File: config.mk
export PLATFORM = sky130hd
export DESIGN_NAME = csma_cd_station_transmitter_unit
export DESIGN_NICKNAME = d
export VERILOG_FILES = /design/src/sv/csmacd_pkg.sv /design/src/sv/csmacd_cfg.sv /design/src/sv/csmacd_core.sv /design/src/sv/csma_cd_station_transmitter_unit.sv
export SDC_FILE = /design/constraint.sdc
export NUM_CORES = 1
export LEC_CHECK = 0
export BUFFER_PORTS_ARGS = -buffer_cell sky130_fd_sc_hd__buf_4
export CORE_ASPECT_RATIO = 1.5
export CORE_MARGIN = 4
export CORE_UTILIZATION = 30
export DETAILED_ROUTE_END_ITERATION = 10
export PLACE_DENSITY = 0.46
export SYNTH_ARGS = -nofsm -noshare
export SYNTH_HDL_FRONTEND = slang
export SYNTH_SLANG_ARGS = --single-unit
export TNS_END_PERCENT = 30
File: constraint.sdc
create_clock -name clk -period 7 [get_ports clk]
set_input_delay 1.4 -clock clk [delete_from_list [all_inputs] [get_ports clk]]
set_output_delay 1.4 -clock clk [all_outputs]
set_load 0.02 [all_outputs]
File: src/sv/csmacd_pkg.sv
package csmacd_pkg;

  localparam int unsigned CFG_DATA_W = 13;
  localparam int unsigned CFG_IDX_W  = 3;

  // register indexes
  localparam logic [CFG_IDX_W-1:0] REG_JAM_TICKS   = 3'd0;
  localparam logic [CFG_IDX_W-1:0] REG_RETRY_LIMIT = 3'd1;
  localparam logic [CFG_IDX_W-1:0] REG_SLOT_TICKS  = 3'd2;
  localparam logic [CFG_IDX_W-1:0] REG_EMPTY_CODE  = 3'd3;
  localparam logic [CFG_IDX_W-1:0] REG_JAM_CODE    = 3'd4;

  localparam logic [7:0]  RST_JAM_TICKS   = 8'd4;
  localparam logic [3:0]  RST_RETRY_LIMIT = 4'd15;
  localparam logic [12:0] RST_SLOT_TICKS  = 13'd64;
  localparam logic [7:0]  RST_EMPTY_CODE  = 8'd0;
  localparam logic [7:0]  RST_JAM_CODE    = 8'd35;

  localparam logic [4:0]  BACKOFF_EXP_CAP = 5'd10;
  localparam logic [15:0] SENT_MAX        = 16'hFFFF;

  localparam int unsigned IN_DATA_W  = 48;
  localparam int unsigned OUT_DATA_W = 16;

  typedef struct packed {
    logic [7:0]  jam_ticks;
    logic [3:0]  retry_limit;
    logic [12:0] slot_ticks;
    logic [7:0]  empty_code;
    logic [7:0]  jam_code;
  } cfg_t;

  typedef struct packed {
    logic [9:0]  random_bits;
    logic [15:0] msg_size;
    logic [7:0]  msg_symbol;
    logic        msg_valid;
    logic [7:0]  cable_symbol;
  } item_t;

  typedef struct packed {
    logic        message_abandoned;
    logic        message_done;
    logic        message_taken;
    logic        collision;
    logic [7:0]  drive_symbol;
    logic        drive;
  } result_t;

  typedef struct packed {
    logic        active;
    logic        transmitting;
    logic [7:0]  held_symbol;
    logic [15:0] held_size;
    logic [15:0] sent_count;
    logic [4:0]  retry_count;
    logic [7:0]  jam_left;
    logic [22:0] backoff_left;
  } state_t;

endpackage

File: src/sv/csmacd_cfg.sv
module csmacd_cfg import csmacd_pkg::*; (
  input  logic                  clk,
  input  logic                  rst,
  input  logic                  wr_en,
  input  logic [CFG_IDX_W-1:0]  wr_index,
  input  logic [CFG_DATA_W-1:0] wr_data,
  output cfg_t                  cfg
);

  always_ff @(posedge clk) begin
    if (rst) begin
      cfg.jam_ticks   <= RST_JAM_TICKS;
      cfg.retry_limit <= RST_RETRY_LIMIT;
      cfg.slot_ticks  <= RST_SLOT_TICKS;
      cfg.empty_code  <= RST_EMPTY_CODE;
      cfg.jam_code    <= RST_JAM_CODE;
    end else if (wr_en) begin
      unique case (wr_index)
        REG_JAM_TICKS:   cfg.jam_ticks   <= wr_data[7:0];
        REG_RETRY_LIMIT: cfg.retry_limit <= wr_data[3:0];
        REG_SLOT_TICKS:  cfg.slot_ticks  <= wr_data[12:0];
        REG_EMPTY_CODE:  cfg.empty_code  <= wr_data[7:0];
        REG_JAM_CODE:    cfg.jam_code    <= wr_data[7:0];
        default: ;
      endcase
    end
  end

endmodule

File: src/sv/csmacd_core.sv
module csmacd_core import csmacd_pkg::*; (
  input  logic    clk,
  input  logic    rst,
  input  cfg_t    cfg,
  input  logic    step,
  input  item_t   item,
  output result_t res
);

  state_t st, st_next;

  always_comb begin
    logic [7:0]  jl;
    logic [4:0]  rtry;
    logic [4:0]  e;
    logic [9:0]  k;
    logic [15:0] sent_inc;
    st_next  = st;
    res      = '0;
    jl       = st.jam_left - 8'd1;
    rtry     = st.retry_count + 5'd1;
    e        = (rtry < BACKOFF_EXP_CAP) ? rtry : BACKOFF_EXP_CAP;
    k        = item.random_bits & ~(10'h3FF << e);
    sent_inc = '0;
    if (st.jam_left != 8'd0) begin
      res.drive        = 1'b1;
      res.drive_symbol = cfg.jam_code;
      st_next.jam_left = jl;
      if (jl == 8'd0) begin
        st_next.transmitting = 1'b0;
        st_next.sent_count   = '0;
        if (rtry > {1'b0, cfg.retry_limit}) begin
          st_next.retry_count   = '0;
          st_next.active        = 1'b0;
          res.message_abandoned = 1'b1;
        end else begin
          st_next.retry_count  = rtry;
          st_next.backoff_left = {13'd0, k} * {10'd0, cfg.slot_ticks};
        end
      end
    end else if (st.backoff_left != 23'd0) begin
      st_next.backoff_left = st.backoff_left - 23'd1;
    end else begin
      if (!st.active && item.msg_valid) begin
        st_next.active      = 1'b1;
        st_next.held_symbol = item.msg_symbol;
        st_next.held_size   = item.msg_size;
        st_next.sent_count  = '0;
        st_next.retry_count = '0;
        res.message_taken   = 1'b1;
      end
      sent_inc = (st_next.sent_count < SENT_MAX) ? st_next.sent_count + 16'd1
                                                 : st_next.sent_count;
      if (!st_next.active) begin
        st_next.transmitting = 1'b0;
      end else if (st_next.transmitting && st_next.sent_count != 16'd0 &&
                   item.cable_symbol != cfg.empty_code &&
                   item.cable_symbol != st_next.held_symbol) begin
        st_next.transmitting = 1'b0;
        res.collision        = 1'b1;
        res.drive            = 1'b1;
        res.drive_symbol     = cfg.jam_code;
        st_next.jam_left     = (cfg.jam_ticks != 8'd0) ? cfg.jam_ticks - 8'd1 : 8'd0;
      end else if (item.cable_symbol == cfg.empty_code ||
                   item.cable_symbol == st_next.held_symbol) begin
        res.drive            = 1'b1;
        res.drive_symbol     = st_next.held_symbol;
        st_next.transmitting = 1'b1;
        st_next.sent_count   = sent_inc;
        if (sent_inc >= st_next.held_size) begin
          res.message_done     = 1'b1;
          st_next.transmitting = 1'b0;
          st_next.sent_count   = '0;
          st_next.retry_count  = '0;
          st_next.active       = 1'b0;
        end
      end else begin
        // foreign traffic before the first driven tick: wait quietly
        st_next.transmitting = 1'b0;
      end
    end
  end

  always_ff @(posedge clk) begin
    if (rst) begin
      st <= '0;
    end else if (step) begin
      st <= st_next;
    end
  end

endmodule

File: src/sv/csma_cd_station_transmitter_unit.sv
// CSMA/CD station transmitter with binary exponential backoff.
// Each slave-side transaction is one cable tick: the symbol seen at the tap,
// an offered message (flag, symbol, size) and ten random bits. Each tick
// yields exactly one master-side transaction with the drive decision and
// the collision, taken, done and abandoned flags.
// From slave acceptance a tick passes the input register, then the tick
// logic and station state update feeding the output register, to m_tdata.
// Throughput is one tick per cycle while the receiver does not stall.
// While the receiver stalls, a held result keeps m_tvalid high and one more
// tick may wait in the input register; s_tready drops only when both are
// full. Configuration is written through wr_en/wr_index/wr_data while the
// block is idle; the user must keep to that, the block does not enforce it.
// Writes to unused indexes are ignored.
// Synchronous reset clears the station state, the pipeline valids and puts
// the registers to their defaults (jam 4, retries 15, slot 64, empty 0,
// jam code 35).
module csma_cd_station_transmitter_unit import csmacd_pkg::*; (
  input  logic                  clk,
  input  logic                  rst,
  input  logic                  s_tvalid,
  output logic                  s_tready,
  // cable_symbol[7:0], msg_valid[8], msg_symbol[16:9], msg_size[32:17],
  // random_bits[42:33], zero fill
  input  logic [IN_DATA_W-1:0]  s_tdata,
  output logic                  m_tvalid,
  input  logic                  m_tready,
  // drive[0], drive_symbol[8:1], collision[9], message_taken[10],
  // message_done[11], message_abandoned[12], zero fill
  output logic [OUT_DATA_W-1:0] m_tdata,
  input  logic                  wr_en,
  input  logic [CFG_IDX_W-1:0]  wr_index,
  input  logic [CFG_DATA_W-1:0] wr_data
);

  cfg_t    cfg;
  item_t   in_item;
  logic    in_valid;
  result_t core_res;
  result_t out_res;
  logic    out_valid;
  logic    advance;

  assign advance  = !out_valid || m_tready;
  assign s_tready = !in_valid || advance;

  csmacd_cfg u_cfg (
    .clk      (clk),
    .rst      (rst),
    .wr_en    (wr_en),
    .wr_index (wr_index),
    .wr_data  (wr_data),
    .cfg      (cfg)
  );

  csmacd_core u_core (
    .clk  (clk),
    .rst  (rst),
    .cfg  (cfg),
    .step (in_valid && advance),
    .item (in_item),
    .res  (core_res)
  );

  always_ff @(posedge clk) begin
    if (rst) begin
      in_valid <= 1'b0;
    end else if (s_tvalid && s_tready) begin
      in_valid <= 1'b1;
    end else if (advance) begin
      in_valid <= 1'b0;
    end
  end

  always_ff @(posedge clk) begin
    if (s_tvalid && s_tready) begin
      in_item <= s_tdata[$bits(item_t)-1:0];
    end
  end

  always_ff @(posedge clk) begin
    if (rst) begin
      out_valid <= 1'b0;
    end else if (advance) begin
      out_valid <= in_valid;
    end
  end

  always_ff @(posedge clk) begin
    if (advance && in_valid) begin
      out_res <= core_res;
    end
  end

  assign m_tvalid = out_valid;
  assign m_tdata  = {{(OUT_DATA_W-$bits(result_t)){1'b0}}, out_res};

  a_idle_symbol_zero: assert property (@(posedge clk) disable iff (rst)
    (m_tvalid && !out_res.drive) |-> (out_res.drive_symbol == 8'd0))
    else $error("drive_symbol nonzero while not driving");

  a_events_exclusive: assert property (@(posedge clk) disable iff (rst)
    m_tvalid |-> $onehot0({out_res.collision, out_res.message_done,
                           out_res.message_abandoned}))
    else $error("collision, done and abandoned overlap");

  a_collision_drives: assert property (@(posedge clk) disable iff (rst)
    (m_tvalid && out_res.collision) |-> (out_res.drive && !out_res.message_taken))
    else $error("collision without jam drive");

  a_stall_only_full: assert property (@(posedge clk) disable iff (rst)
    !s_tready |-> (m_tvalid && !m_tready && in_valid))
    else $error("input stalled while pipeline has room");

endmodule
Yosys cells after proc, flatten, opt, wreduce, memory -nomap -nowiden

Index checks and enable logic that the tools add are counted.

Bits in registers: 177
Latch bits: 0
Bits in writable memories: 0
ROM bits: 0
Output and inout port bits: 18
Memories kept: 0

Add/subtract/negate cells: 5
Multipliers: 1
Divide/modulo/power cells: 0
Magnitude comparators: 4
Equality and inequality tests: 12
Shift-type cells: 1
Mux-type cells: 42
Bitwise gates (word level): 6
Reductions and logical operators: 36

Operator list:

| cell                                                                 | count |
|---|---|
| 45-bit 2-to-1 mux                                                    | 3 |
| 21-bit 2-to-1 mux                                                    | 4 |
| 23-bit 2-to-1 mux                                                    | 3 |
| 55-bit 2-to-1 mux                                                    | 1 |
| 52-bit 2-to-1 mux                                                    | 1 |
| 9-bit 2-to-1 mux                                                     | 5 |
| 29-bit 2-to-1 mux                                                    | 1 |
| 10-bit by 13-bit multiplier with 23-bit output                       | 1 |
| 23-bit nonzero test                                                  | 1 |
| 23-bit by 1-bit subtractor with 23-bit output, second input constant | 1 |
| 16-bit by 1-bit adder with 16-bit output, second input constant      | 1 |
| 8-bit == test                                                        | 2 |
| 16-bit >= comparator                                                 | 1 |
| 16-bit less-than comparator, second input constant                   | 1 |
| 1-bit 2-to-1 mux                                                     | 16 |
| 16-bit 2-to-1 mux                                                    | 1 |
| 8-bit 2-to-1 mux                                                     | 2 |
| 8-bit != test                                                        | 2 |
| 16-bit nonzero test                                                  | 1 |
| 8-bit nonzero test                                                   | 2 |
| 8-bit by 1-bit subtractor with 8-bit output, second input constant   | 2 |
| 2-bit AND reduction                                                  | 6 |
| 4-bit AND reduction                                                  | 3 |
| 10-bit bitwise AND                                                   | 1 |
| 23 further kinds                                                     | 45 |

Longest topological paths before layout

Gate-level depths: netlist of the first run.

Depth after elaboration: 14
Mapped depth: 28
Gate-level depth less buffers: 24

Cells and area by module

Synthesis of the first run repeated with hierarchy kept, for this count alone.

Cells, all modules: 1454
Area, all modules: 13397.8 um2

Modules (own cells, without submodules):

| module                           | times used | cells each | area each (um2) | seq. area each (um2) |
|---|---|---|---|---|
| csmacd_core                      | 1          | 1224       | 9883.2          | 1561.5 |
| csma_cd_station_transmitter_unit | 1          | 70         | 1811.7          | 1721.7 |
| csmacd_cfg                       | 1          | 160        | 1702.9          | 820.8 |

Worst setup path before layout of the first run

No wires, ideal clock.

Path kind: flip-flop to flip-flop
From: register u_core.st[31] (netlist bit)
To: register u_core.st[16] (netlist bit)
Setup time: 0.116 ns
Arrival: 6.634 ns
Required time: 6.884 ns
Setup slack: 0.250 ns
Stages on the path, launching flop included: 28
Period minus slack after synthesis: 6.750 ns
Path through: dfxtp_1 > ha_1 > nand3_1 > xnor2_1 > or2_2 > clkbuf_1 > clkbuf_1 > o21a_1 > clkbuf_1 > nand2_1 > fa_1 > inv_1 > fa_1 > inv_1 > fa_1 > inv_1 > fa_1 > inv_1 > fa_1 > inv_1 > ha_1 > nand2_1 > o21a_1 > o311ai_0 > a21oi_1 > and3_1 > o2111a_1 > a31o_2

Cells in the longest elaborated chain, start to end: 10

RTL lines:

| element                                               | line              | RTL |
|---|---|---|
| start, declared                                       | csmacd_core.sv:10 | `state_t st, st_next;` |
| start signal, assigned                                | csmacd_core.sv:88 | `st <= st_next;` |
| 5-bit by 1-bit adder with 5-bit output *              | csmacd_core.sv:21 | `rtry = st.retry_count + 5'd1;` |
| 5-bit by 4-bit less-than comparator with 1-bit output | csmacd_core.sv:22 | `e = (rtry < BACKOFF_EXP_CAP) ? rtry : BACKOFF_EXP_CAP;` |
| 5-bit 2-to-1 mux                                      | csmacd_core.sv:22 |  |
| 10-bit by 5-bit << shifter with 10-bit output         | csmacd_core.sv:23 | `k = item.random_bits & ~(10'h3FF << e);` |
| 10-bit NOT                                            | csmacd_core.sv:23 |  |
| 10-bit bitwise AND                                    | csmacd_core.sv:23 |  |
| 10-bit by 13-bit multiplier with 23-bit output        | csmacd_core.sv:38 | `st_next.backoff_left = {13'd0, k} * {10'd0, cfg.slot_ticks};` |
| 23-bit 2-to-1 mux                                     | csmacd_core.sv:32 | `if (rtry > {1'b0, cfg.retry_limit}) begin` |
| 23-bit 2-to-1 mux                                     | csmacd_core.sv:29 | `if (jl == 8'd0) begin` |
| 52-bit 2-to-1 mux                                     | csmacd_core.sv:25 | `if (st.jam_left != 8'd0) begin` |

Every way passes the cells marked *; elsewhere a longest branch is shown, timed or not. The select of a mux whose other input is x is not followed.
A chain may end at the register's enable or synchronous reset.

Final worst setup path of the first run

From: register u_core.st[33] (netlist bit)
To: register u_core.st[21] (netlist bit)

The elaborated chain is that of the path after synthesis.

==> results of run 1 <==
==> Yosys cell counts (8+ instances only) <==
| cell type | n |
|---|---|
| nand2_1 | 235 |
| dfxtp_1 | 121 |
| inv_1 | 113 |
| a21oi_1 | 91 |
| fa_1 | 86 |
| ha_1 | 86 |
| nor2_1 | 83 |
| and2_1 | 69 |
| clkbuf_1 | 59 |
| edfxtp_1 | 56 |
| nand3_1 | 50 |
| o21ai_0 | 45 |
| nor3_1 | 31 |
| xnor2_1 | 29 |
| a211oi_1 | 28 |
| xor2_1 | 28 |
| mux2i_1 | 26 |
| and3_1 | 24 |
| nand4_1 | 18 |
| nor4_1 | 17 |
| a31oi_1 | 13 |
| a21o_1 | 12 |
| o22ai_1 | 11 |
| o2bb2ai_1 | 11 |
| buf_2 | 10 |
| o31ai_1 | 9 |
| or3_1 | 9 |
| nand2b_1 | 8 |
| nor2b_1 | 8 |
| or2_2 | 8 |
==> critical path: stages (launching register included) <==
cell and delay (ns):
dfxtp_1 0.47, nand3_1 0.13, xnor2_1 0.21, inv_1 0.09, or2_2 0.42, a21oi_1 0.15, nor2b_1 0.07, buf_4 0.16
buf_4 0.16, and2_1 0.18, fa_1 0.56, fa_1 0.45, fa_1 0.52, fa_1 0.57, inv_1 0.06, fa_1 0.53
inv_1 0.04, ha_1 0.32, nand3_1 0.11, buf_4 0.15, nor2_1 0.11, nand4_1 0.17, a311oi_1 0.39, o22ai_1 0.16
xor2_1 0.16, o21ai_0 0.08
==> through the flow <==
step           area (um^2)   util
2_1_floorplan        13400      -
3_3_place_gp         14800  0.336
3_5_place_dp         14800  0.336
4_1_cts              15400  0.349
5_1_grt              15400  0.349
6_report             15400  0.349
==> placed cells by master, fill, tap and decap left out, types with 50 or more instances in the layout <==
cell type | synthesis | final
buf_4 | 4 | 133
fa_1 | 86 | 86
and2_1 | 69 | 68
ha_1 | 86 | 86
edfxtp_1 | 56 | 56
dfxtp_1 | 121 | 121
nor2_1 | 83 | 81
a21oi_1 | 91 | 91
nand2_1 | 235 | 235
inv_1 | 113 | 113
nand3_1 | 50 | 50
==> report_power, final <==
part	leakage (nW)	switching [W]	internal (W)
clock	0.281	0.000450	0.000536
combinational	4.83	0.00106	0.000577
sequential	1.53	0.000130	0.00120
==> layer usage <==
metal | track usage | part of all wire
met5 | 0 | 0
met4 | 0.0654 | 0.031
met3 | 0.0239 | 0.028
met2 | 0.325 | 0.56
met1 | 0.178 | 0.38
==> sequential cells by signal (all words and copies together) (netlist names) <==
signal,count
m_tvalid,1
u_core.st,78
u_cfg.cfg,41
in_valid,1
in_item,43
m_tdata,13
==> worst max path at each step <==
| stage | from | endpoint | slack [ns] |
|---|---|---|---|
| floorplan | u_core.st[31]$_SDFFE_PP0P_ | u_core.st[16]$_SDFFE_PP0P_ | 0.25 |
| global placement | u_core.st[33]$_SDFFE_PP0P_ | u_core.st[16]$_SDFFE_PP0P_ | 0.42 |
| detailed placement | u_core.st[33]$_SDFFE_PP0P_ | u_core.st[16]$_SDFFE_PP0P_ | 0.38 |
| CTS | u_core.st[33]$_SDFFE_PP0P_ | u_core.st[16]$_SDFFE_PP0P_ | 0.32 |
| global route | u_core.st[33]$_SDFFE_PP0P_ | u_core.st[19]$_SDFFE_PP0P_ | 0.002 |
| finish | u_core.st[33]$_SDFFE_PP0P_ | u_core.st[21]$_SDFFE_PP0P_ | 0.42 |
==> layout make-up <==
cell class,count,area (um^2)
clock inverter,12,149
fill,4618,28600
clock buffer,20,437
multi-input combinational,1151,8510
inverter,114,428
timing repair buffer,133,998
sequential,177,4100
tap,576,721
==> cell families (layout without fill, tap and decap cells) <==
group           count (synthesis)  in the layout
flops                         177            177
simple gates                  587            587
fa+ha+maj                     172            172
other cells                     1              3
xor+xnor                       57             57
mux                            27             27
compound gates                305            305
buf+inv                       195            279
==> what timing repair did <==
item,in CTS,in global routing
hold endpoints to repair,0,0
hold buffers,0,0
endpoints found under the setup margin,0,1
resized for setup,0,1
==> results.json, run 1 <==
{
  "status": "completed",
  "finalSetupTns_ns": 0,
  "final_antenna_net_count": 0,
  "pre_cts_ws_ns": 0.382,
  "worst_pin_slew_ns": 1.16,
  "antenna_cells": 0,
  "antenna_found_initial": 0,
  "grt_overflow": 0,
  "rsz0062_at_grt": "false",
  "min_to": "u_core.st[52]$_SDFFE_PP0P_",
  "numCtsBuffers": 17,
  "nets": 1835,
  "gp_congestion": 0.831,
  "worst-path-max-fanout": 11,
  "period_share": 0.940,
  "cts_buffer_depth": 2,
  "dieWidth_um": 180,
  "cp-start-kind": "flop",
  "synth-edff-count": 56,
  "synth_simple_gate_area_frac": 0.214,
  "grt_pass1_vias": 11500,
  "synth_cell_types": 84,
  "post-cts-setup-buffers": 0,
  "fmax_ghz": 0.152,
  "ys_top_cells_by_area": "dfxtp_1 (18%), fa_1 (13%), edfxtp_1 (13%), ha_1 (8.1%), nand2_1 (6.6%)",
  "synth.avg_cell_area_um2": 8.78,
  "row_count": 94,
  "peakVddDrop_uv": 178,
  "drc_errors": 0,
  "dp.cells": 2151,
  "hp-start": "u_core.st[52]$_SDFFE_PP0P_",
  "synthAdderAreaFrac": 0.210,
  "grtUsageTotal": 0.166,
  "grt_pass1_wl_um": 63200,
  "required_ns": 7.33,
  "drt_iter0_markers": 513,
  "synth_area_mm2": 0.0134,
  "core-area_mm2": 0.0440,
  "ys_warn_count": 0,
  "synth_mux_area_frac": 0.0203,
  "die-area_mm2": 0.0480,
  "cp_data_arrival_time_ns": 6.91,
  "avgRoutedWirePerCell_um": 18.3,
  "finalPower_w": 0.00396,
  "r2r-start": "u_core.st[33]$_SDFFE_PP0P_",
  "routed_via_density": 5.13,
  "maxCapViolations": 0,
  "synth_top_area_cell": "dfxtp_1",
  "areaGrowthSynthToFinish_pct": 15.0,
  "rr_endpoint": "u_core.st[21]$_SDFFE_PP0P_",
  "r2r_cells": 25,
  "async_reset_ff_frac": 0,
  "finalWirelength_um": 39900,
  "synth-xor-area-share": 0.0374,
  "final_cells": 2183,
  "ys_seq_elements": 177,
  "drt-pass1-iter-count": 5,
  "fin_ws_ns": 0.422,
  "clk_latency_ns": 0.46,
  "synthCells": 1521,
  "fin_worst_skew_ns": 0.0135,
  "path_clk_slew_ns": 0.07,
  "synth_top_family_by_area": "simple AND/OR/NAND/NOR gates",
  "slew_viol_final": 0,
  "yosysSeqAreaShare": 0.307,
  "layout-drive-gt1-share": 0.120,
  "synth.top_cell.area_share": 0.181,
  "regToRegSetupSlack_ns": 0.42,
  "hold_class": "reg -> reg",
  "ctsRootBufferMaster": "clkbuf_16",
  "ioPinCount": 87,
  "min_path_cells": 2,
  "setup_viol": 0,
  "start_util": 0.304,
  "cts_tree": "built",
  "ys.flop_type": "dfxtp_1",
  "htree_levels": 4,
  "dr_total_vias": 11200,
  "grt_start_max_net_pins": 72,
  "critPathKind": "reg -> reg",
  "slew_headroom": 0.229,
  "end_kind": "flop",
  "cts.sinks": 177,
  "p_per_area_mw_per_mm2": 258,
  "place_hpwl_um": 30600,
  "synth-compound-area-share": 0.154,
  "finalHoldViolCount": 0,
  "period_minus_slack_ns": 6.58,
  "port_buffers": 78,
  "p_leak_nw": 6.64,
  "die_height_um": 266,
  "timing.hold.ws_ns": 0.457
}
Power figures use the tool's default switching activity.
==> inputs of run 2 (changes only) <==
CORE_UTILIZATION = 55   (was 30)
PLACE_DENSITY = 0.75   (was 0.46)
==> run 2 against run 1 <==
Net effect: fmax down 1.7%; worst hold slack improved by 0.0069 ns; critical path depth down 2; critical path type unchanged; highest routed layer unchanged; via count is 2.2% higher.
==> results.json, run 2 (synthesis gave the netlist of run 1 again) <==
{
  "status": "completed",
  "top_register": "u_core.st",
  "period_share": 0.956,
  "slew_headroom": 0.239,
  "dp.cells": 1866,
  "port_buffers": 78,
  "timing.hold.ws_ns": 0.463,
  "grtUsageTotal": 0.261,
  "drt-pass1-iter-count": 7,
  "numCtsBuffers": 17,
  "ctsHoldBuffers": 0,
  "regToRegSetupSlack_ns": 0.31,
  "gp_congestion": 0.925,
  "row_count": 69,
  "drc_errors": 0,
  "combPwrFrac": 0.406,
  "ctsRootBufferMaster": "clkbuf_16",
  "fmax_ghz": 0.149,
  "routed_via_density": 6.03,
  "antenna_cells": 0,
  "clk_latency_ns": 0.45,
  "worstSetupStartpoint": "u_core.st[33]$_SDFFE_PP0P_",
  "maxCapViolations": 0,
  "sequentialPowerShare": 0.342,
  "cts_buffer_depth": 2,
  "final.fill_count": 2083,
  "htree_levels": 4,
  "grt_start_max_net_pins": 54,
  "net-switching-power_w": 0.00162,
  "final_antenna_net_count": 0,
  "cts.sinks": 177,
  "dieWidth_um": 135,
  "end_kind": "flop",
  "largest_reg_flops": 78,
  "avgRoutedWirePerCell_um": 18.2,
  "slew_viol_final": 0,
  "hold_class": "reg -> reg",
  "peakVddDrop_uv": 196,
  "fin_worst_skew_ns": 0.0154,
  "swShare": 0.416,
  "grt_pass1_wl_um": 56700,
  "finalHoldViolCount": 0,
  "worst-path-max-fanout": 16,
  "setup_viol": 0,
  "path_clk_slew_ns": 0.08,
  "ioPinCount": 87,
  "p_per_area_mw_per_mm2": 262,
  "core-area_mm2": 0.0238,
  "final_common_cell": "nand2_1",
  "r2r-start": "u_core.st[33]$_SDFFE_PP0P_",
  "p_leak_nw": 6.51,
  "cts_tree": "built",
  "period_minus_slack_ns": 6.69,
  "layout-drive-gt1-share": 0.109,
  "final_cells": 1898,
  "fin_ws_ns": 0.305,
  "place_hpwl_um": 25600,
  "r2r_cells": 23,
  "pwr-share-clk": 0.252,
  "die_height_um": 199,
  "internal_power_w": 0.00227,
  "layout_common_cells": "nand2_1 (235), dfxtp_1 (120), inv_1 (113), buf_4 (105), a21oi_1 (91)",
  "required_ns": 7.34,
  "multiInputGateArea_mm2": 0.00852,
  "antenna_found_initial": 0,
  "nets": 1807,
  "rsz0062_at_grt": "true",
  "drt_iter0_markers": 945,
  "finalWirelength_um": 34600,
  "areaGrowthSynthToFinish_pct": 11.2,
  "worst_pin_slew_ns": 1.14,
  "cp-start-kind": "flop",
  "top_regs": "u_core.st (78), in_item (43), u_cfg.cfg (41)",
  "grt_pass1_vias": 11500,
  "critPathKind": "reg -> reg",
  "cp-endpoint": "u_core.st[16]$_SDFFE_PP0P_",
  "rr_endpoint": "u_core.st[16]$_SDFFE_PP0P_",
  "cp_data_arrival_time_ns": 7.04,
  "die-area_mm2": 0.0269,
  "start_util": 0.560,
  "pre_cts_ws_ns": 0.233,
  "seq_area_mm2": 0.00411,
  "grt_overflow": 0,
  "dr_total_vias": 11500
}
-- run 2: worst min-delay path by stage --
stage,slack (ns),start,cells past startpoint,endpoint
finish,0.46,u_core.st[52]$_SDFFE_PP0P_,2,u_core.st[52]$_SDFFE_PP0P_
global route,0.47,u_core.st[52]$_SDFFE_PP0P_,2,u_core.st[52]$_SDFFE_PP0P_
CTS,0.46,u_core.st[52]$_SDFFE_PP0P_,2,u_core.st[52]$_SDFFE_PP0P_
detailed placement,0.45,u_core.st[52]$_SDFFE_PP0P_,2,u_core.st[52]$_SDFFE_PP0P_
global placement,0.44,u_core.st[52]$_SDFFE_PP0P_,2,u_core.st[52]$_SDFFE_PP0P_
floorplan,0.43,u_core.st[52]$_SDFFE_PP0P_,2,u_core.st[52]$_SDFFE_PP0P_
-- run 2: power groups by stage --
stage / clock [W] / sequential (W) / combinational, W
6_report: 0.000979 / 0.00133 / 0.00158
3_3_place_gp: 0 / 0.00134 / 0.00153
2_1_floorplan: 0 / 0.00131 / 0.00119
5_1_grt: 0.00103 / 0.00135 / 0.00177
3_5_place_dp: 0 / 0.00135 / 0.00156
4_1_cts: 0.000990 / 0.00133 / 0.00157
-- run 2: layout make-up --
class	instances	share of cell area
multi-input combinational	1151	0.574
clock inverter	14	0.0104
inverter	114	0.0288
sequential	177	0.276
timing repair buffer	105	0.0531
clock buffer	18	0.0303
tap	319	0.0269
-- run 2: stage by stage --
step | utilization | cell area (um^2) | power [W] | setup TNS, ns
2_1_floorplan | - | 13400 | 0.00250 | 0
3_3_place_gp | 0.597 | 14200 | 0.00288 | 0
3_5_place_dp | 0.597 | 14200 | 0.00291 | 0
4_1_cts | 0.623 | 14800 | 0.00389 | 0
5_1_grt | 0.623 | 14900 | 0.00415 | -0.0331
6_report | 0.623 | 14900 | 0.00389 | 0
-- run 2: repair_timing --
item	CTS	global route
endpoints found under the hold margin	0	0
setup endpoints to repair	0	5
setup buffers	0	0
resized for setup	0	5
-- run 2: critical path: stages, from the launching register on --
cell and delay (ns):
dfxtp_2 0.42, nand3_1 0.15, xnor2_2 0.22, inv_1 0.08, or2_2 0.43, a21oi_1 0.17, nor2b_1 0.08, buf_4 0.19
and2_1 0.19, fa_1 0.46, fa_1 0.58, fa_1 0.46, fa_1 0.55, inv_1 0.06, fa_1 0.54, inv_1 0.05
ha_1 0.37, nand2_1 0.10, o21a_1 0.23, o311ai_0 0.43, a21oi_1 0.15, and3_1 0.21, o2111a_1 0.24, a31o_2 0.20
-- run 2: metal layers --
layer,share of wire,global-route usage,up-vias
li1,-,-,5402
met4,0.038,0.122,0
met2,0.54,0.475,389
met3,0.046,0.0316,94
met5,0,0,-
met1,0.38,0.304,5568
==> inputs of run 3 (changes only) <==
CORE_ASPECT_RATIO = 1.2   (was 1.5)
==> run 3 against run 2 <==
Net effect: wire length shrank 4.4%; sequential share of layout area is 0.066 points higher; clock power is 0.7% lower; final area down 0.27%; largest power group unchanged; highest routed layer unchanged; worst setup slack improved by 0.14 ns; critical path type unchanged; first-iteration DRC count decreased by 5.8%; total power fell by 0.16%; die area shrank 0.15%.
==> results.json, run 3 (synthesis gave the netlist of run 1 again) <==
{
  "worst_pin_slew_ns": 1.20,
  "die_height_um": 179,
  "finalPower_w": 0.00388,
  "row_count": 62,
  "cp_data_arrival_time_ns": 6.90,
  "critPathKind": "reg -> reg",
  "dr_total_vias": 11400,
  "layout_common_cells": "nand2_1 (235), dfxtp_1 (121), inv_1 (113), buf_4 (100), a21oi_1 (91)",
  "ctsRootBufferMaster": "clkbuf_16",
  "layout-drive-gt1-share": 0.105,
  "top_regs": "u_core.st (78), in_item (43), u_cfg.cfg (41)",
  "cts.sinks": 177,
  "largest_reg_flops": 78,
  "postLayoutCellArea_mm2": 0.0148,
  "cts_resized": 0,
  "finalSetupTns_ns": 0,
  "final_common_cell": "nand2_1",
  "p_leak_nw": 6.48,
  "ctsHoldBuffers": 0,
  "gp_congestion": 0.892,
  "period_share": 0.936,
  "post-cts-setup-buffers": 0,
  "core-area_mm2": 0.0239,
  "fin_worst_skew_ns": 0.0214,
  "ioPinCount": 87,
  "rsz0062_at_grt": "false",
  "drc_errors": 0,
  "status": "completed",
  "areaGrowthSynthToFinish_pct": 10.9,
  "min_path_cells": 2,
  "nets": 1802,
  "slew_headroom": 0.182,
  "cts_buffer_depth": 2,
  "grt_start_max_net_pins": 63,
  "numCtsBuffers": 17,
  "start_util": 0.559,
  "maxCapViolations": 0,
  "drt-pass1-iter-count": 7,
  "required_ns": 7.35,
  "drt_iter0_markers": 890,
  "r2r_cells": 26,
  "port_buffers": 78,
  "finalHoldViolCount": 0,
  "finalWirelength_um": 33000,
  "worst-path-max-fanout": 6,
  "cts_tree": "built",
  "grt_pass1_wl_um": 54300,
  "rr_endpoint": "u_core.st[16]$_SDFFE_PP0P_",
  "avgRoutedWirePerCell_um": 17.4,
  "end_kind": "flop",
  "antenna_cells": 0,
  "final.fill_count": 2090,
  "final_antenna_net_count": 0,
  "grt_pass1_vias": 11000,
  "p_per_area_mw_per_mm2": 262,
  "min_to": "u_core.st[52]$_SDFFE_PP0P_",
  "period_minus_slack_ns": 6.55,
  "grtUsageTotal": 0.251,
  "grt_overflow": 0,
  "setup_viol": 0,
  "dieWidth_um": 150,
  "routed_via_density": 6.02,
  "die-area_mm2": 0.0268,
  "top_register": "u_core.st",
  "htree_levels": 4,
  "cp-start-kind": "flop",
  "clk_latency_ns": 0.46,
  "r2r-start": "u_core.st[32]$_SDFFE_PP0P_",
  "hp-start": "u_core.st[52]$_SDFFE_PP0P_",
  "slew_viol_final": 0,
  "peakVddDrop_uv": 249,
  "regToRegSetupSlack_ns": 0.45,
  "antenna_found_initial": 0,
  "placed_cell_area_mm2": 0.0142,
  "fmax_ghz": 0.153,
  "place_hpwl_um": 24400,
  "hold_class": "reg -> reg",
  "path_clk_slew_ns": 0.08
}
## run 3: changes by cell type in the layout (fill, tap and decap cells not counted), moves of 2 or more
cell / previous run / this run
inv_8: 5 / 3
nor2b_2: 0 / 2
buf_4: 105 / 100
nor2b_1: 7 / 5
## run 3: report_power, final
| group | switching (W) | leakage (nW) | total (W) | internal [W] |
|---|---|---|---|---|
| Combinational | 0.00102 | 4.66 | 0.00158 | 0.000566 |
| Clock | 0.000471 | 0.298 | 0.000972 | 0.000501 |
| Sequential | 0.000127 | 1.53 | 0.00133 | 0.00120 |
## run 3: final cells by class
cell class / count / area [um^2] / area share
clock buffer: 18 / 450 / 0.0304
clock inverter: 14 / 160 / 0.0108
inverter: 114 / 428 / 0.0289
multi-input combinational: 1151 / 8520 / 0.575
sequential: 177 / 4100 / 0.277
tap: 320 / 400 / 0.0270
timing repair buffer: 100 / 751 / 0.0507
## run 3: stage by stage
stage	worst slack, ns	hold WS (ns)	utilization	cells
after floorplan	0.250	0.432	-	1523
after global placement	0.395	0.441	0.594	1862
after detailed placement	0.265	0.450	0.594	1862
after CTS	0.224	0.459	0.620	1894
after global routing	0.0220	0.487	0.620	1894
final	0.446	0.455	0.620	1894
## run 3: worst max-delay path: stages (launching register included)
cell      delay, ns
dfxtp_1        0.36
ha_1           0.18
buf_4          0.14
nor3_1         0.04
a31oi_1        0.28
nor2_1         0.13
a21boi_0       0.32
buf_4          0.22
nand2_1        0.07
fa_1           0.50
inv_1          0.05
fa_1           0.50
inv_1          0.05
fa_1           0.49
inv_1          0.07
fa_1           0.54
inv_1          0.06
fa_1           0.53
inv_1          0.04
ha_1           0.34
nand2_1        0.10
o21a_1         0.23
o311ai_1       0.42
a21oi_1        0.15
and3_1         0.20
o2111a_1       0.24
a31o_2         0.21
## run 3: how the worst max path moves through the flow
stage | startpoint | to | cells after the start
3_5_place_dp | u_core.st[32]$_SDFFE_PP0P_ | u_core.st[16]$_SDFFE_PP0P_ | 24
2_1_floorplan | u_core.st[31]$_SDFFE_PP0P_ | u_core.st[16]$_SDFFE_PP0P_ | 27
3_3_place_gp | u_core.st[32]$_SDFFE_PP0P_ | u_core.st[16]$_SDFFE_PP0P_ | 22
6_report | u_core.st[32]$_SDFFE_PP0P_ | u_core.st[16]$_SDFFE_PP0P_ | 26
4_1_cts | u_core.st[32]$_SDFFE_PP0P_ | u_core.st[16]$_SDFFE_PP0P_ | 24
5_1_grt | u_core.st[33]$_SDFFE_PP0P_ | u_core.st[16]$_SDFFE_PP0P_ | 23
## run 3: per-layer routing
layer	track usage	wire, um	vias up
li1	-	-	5398
met4	0.0770	665	0
met2	0.450	17400	353
met5	0	0	-
met1	0.317	13200	5590
met3	0.0291	1790	54
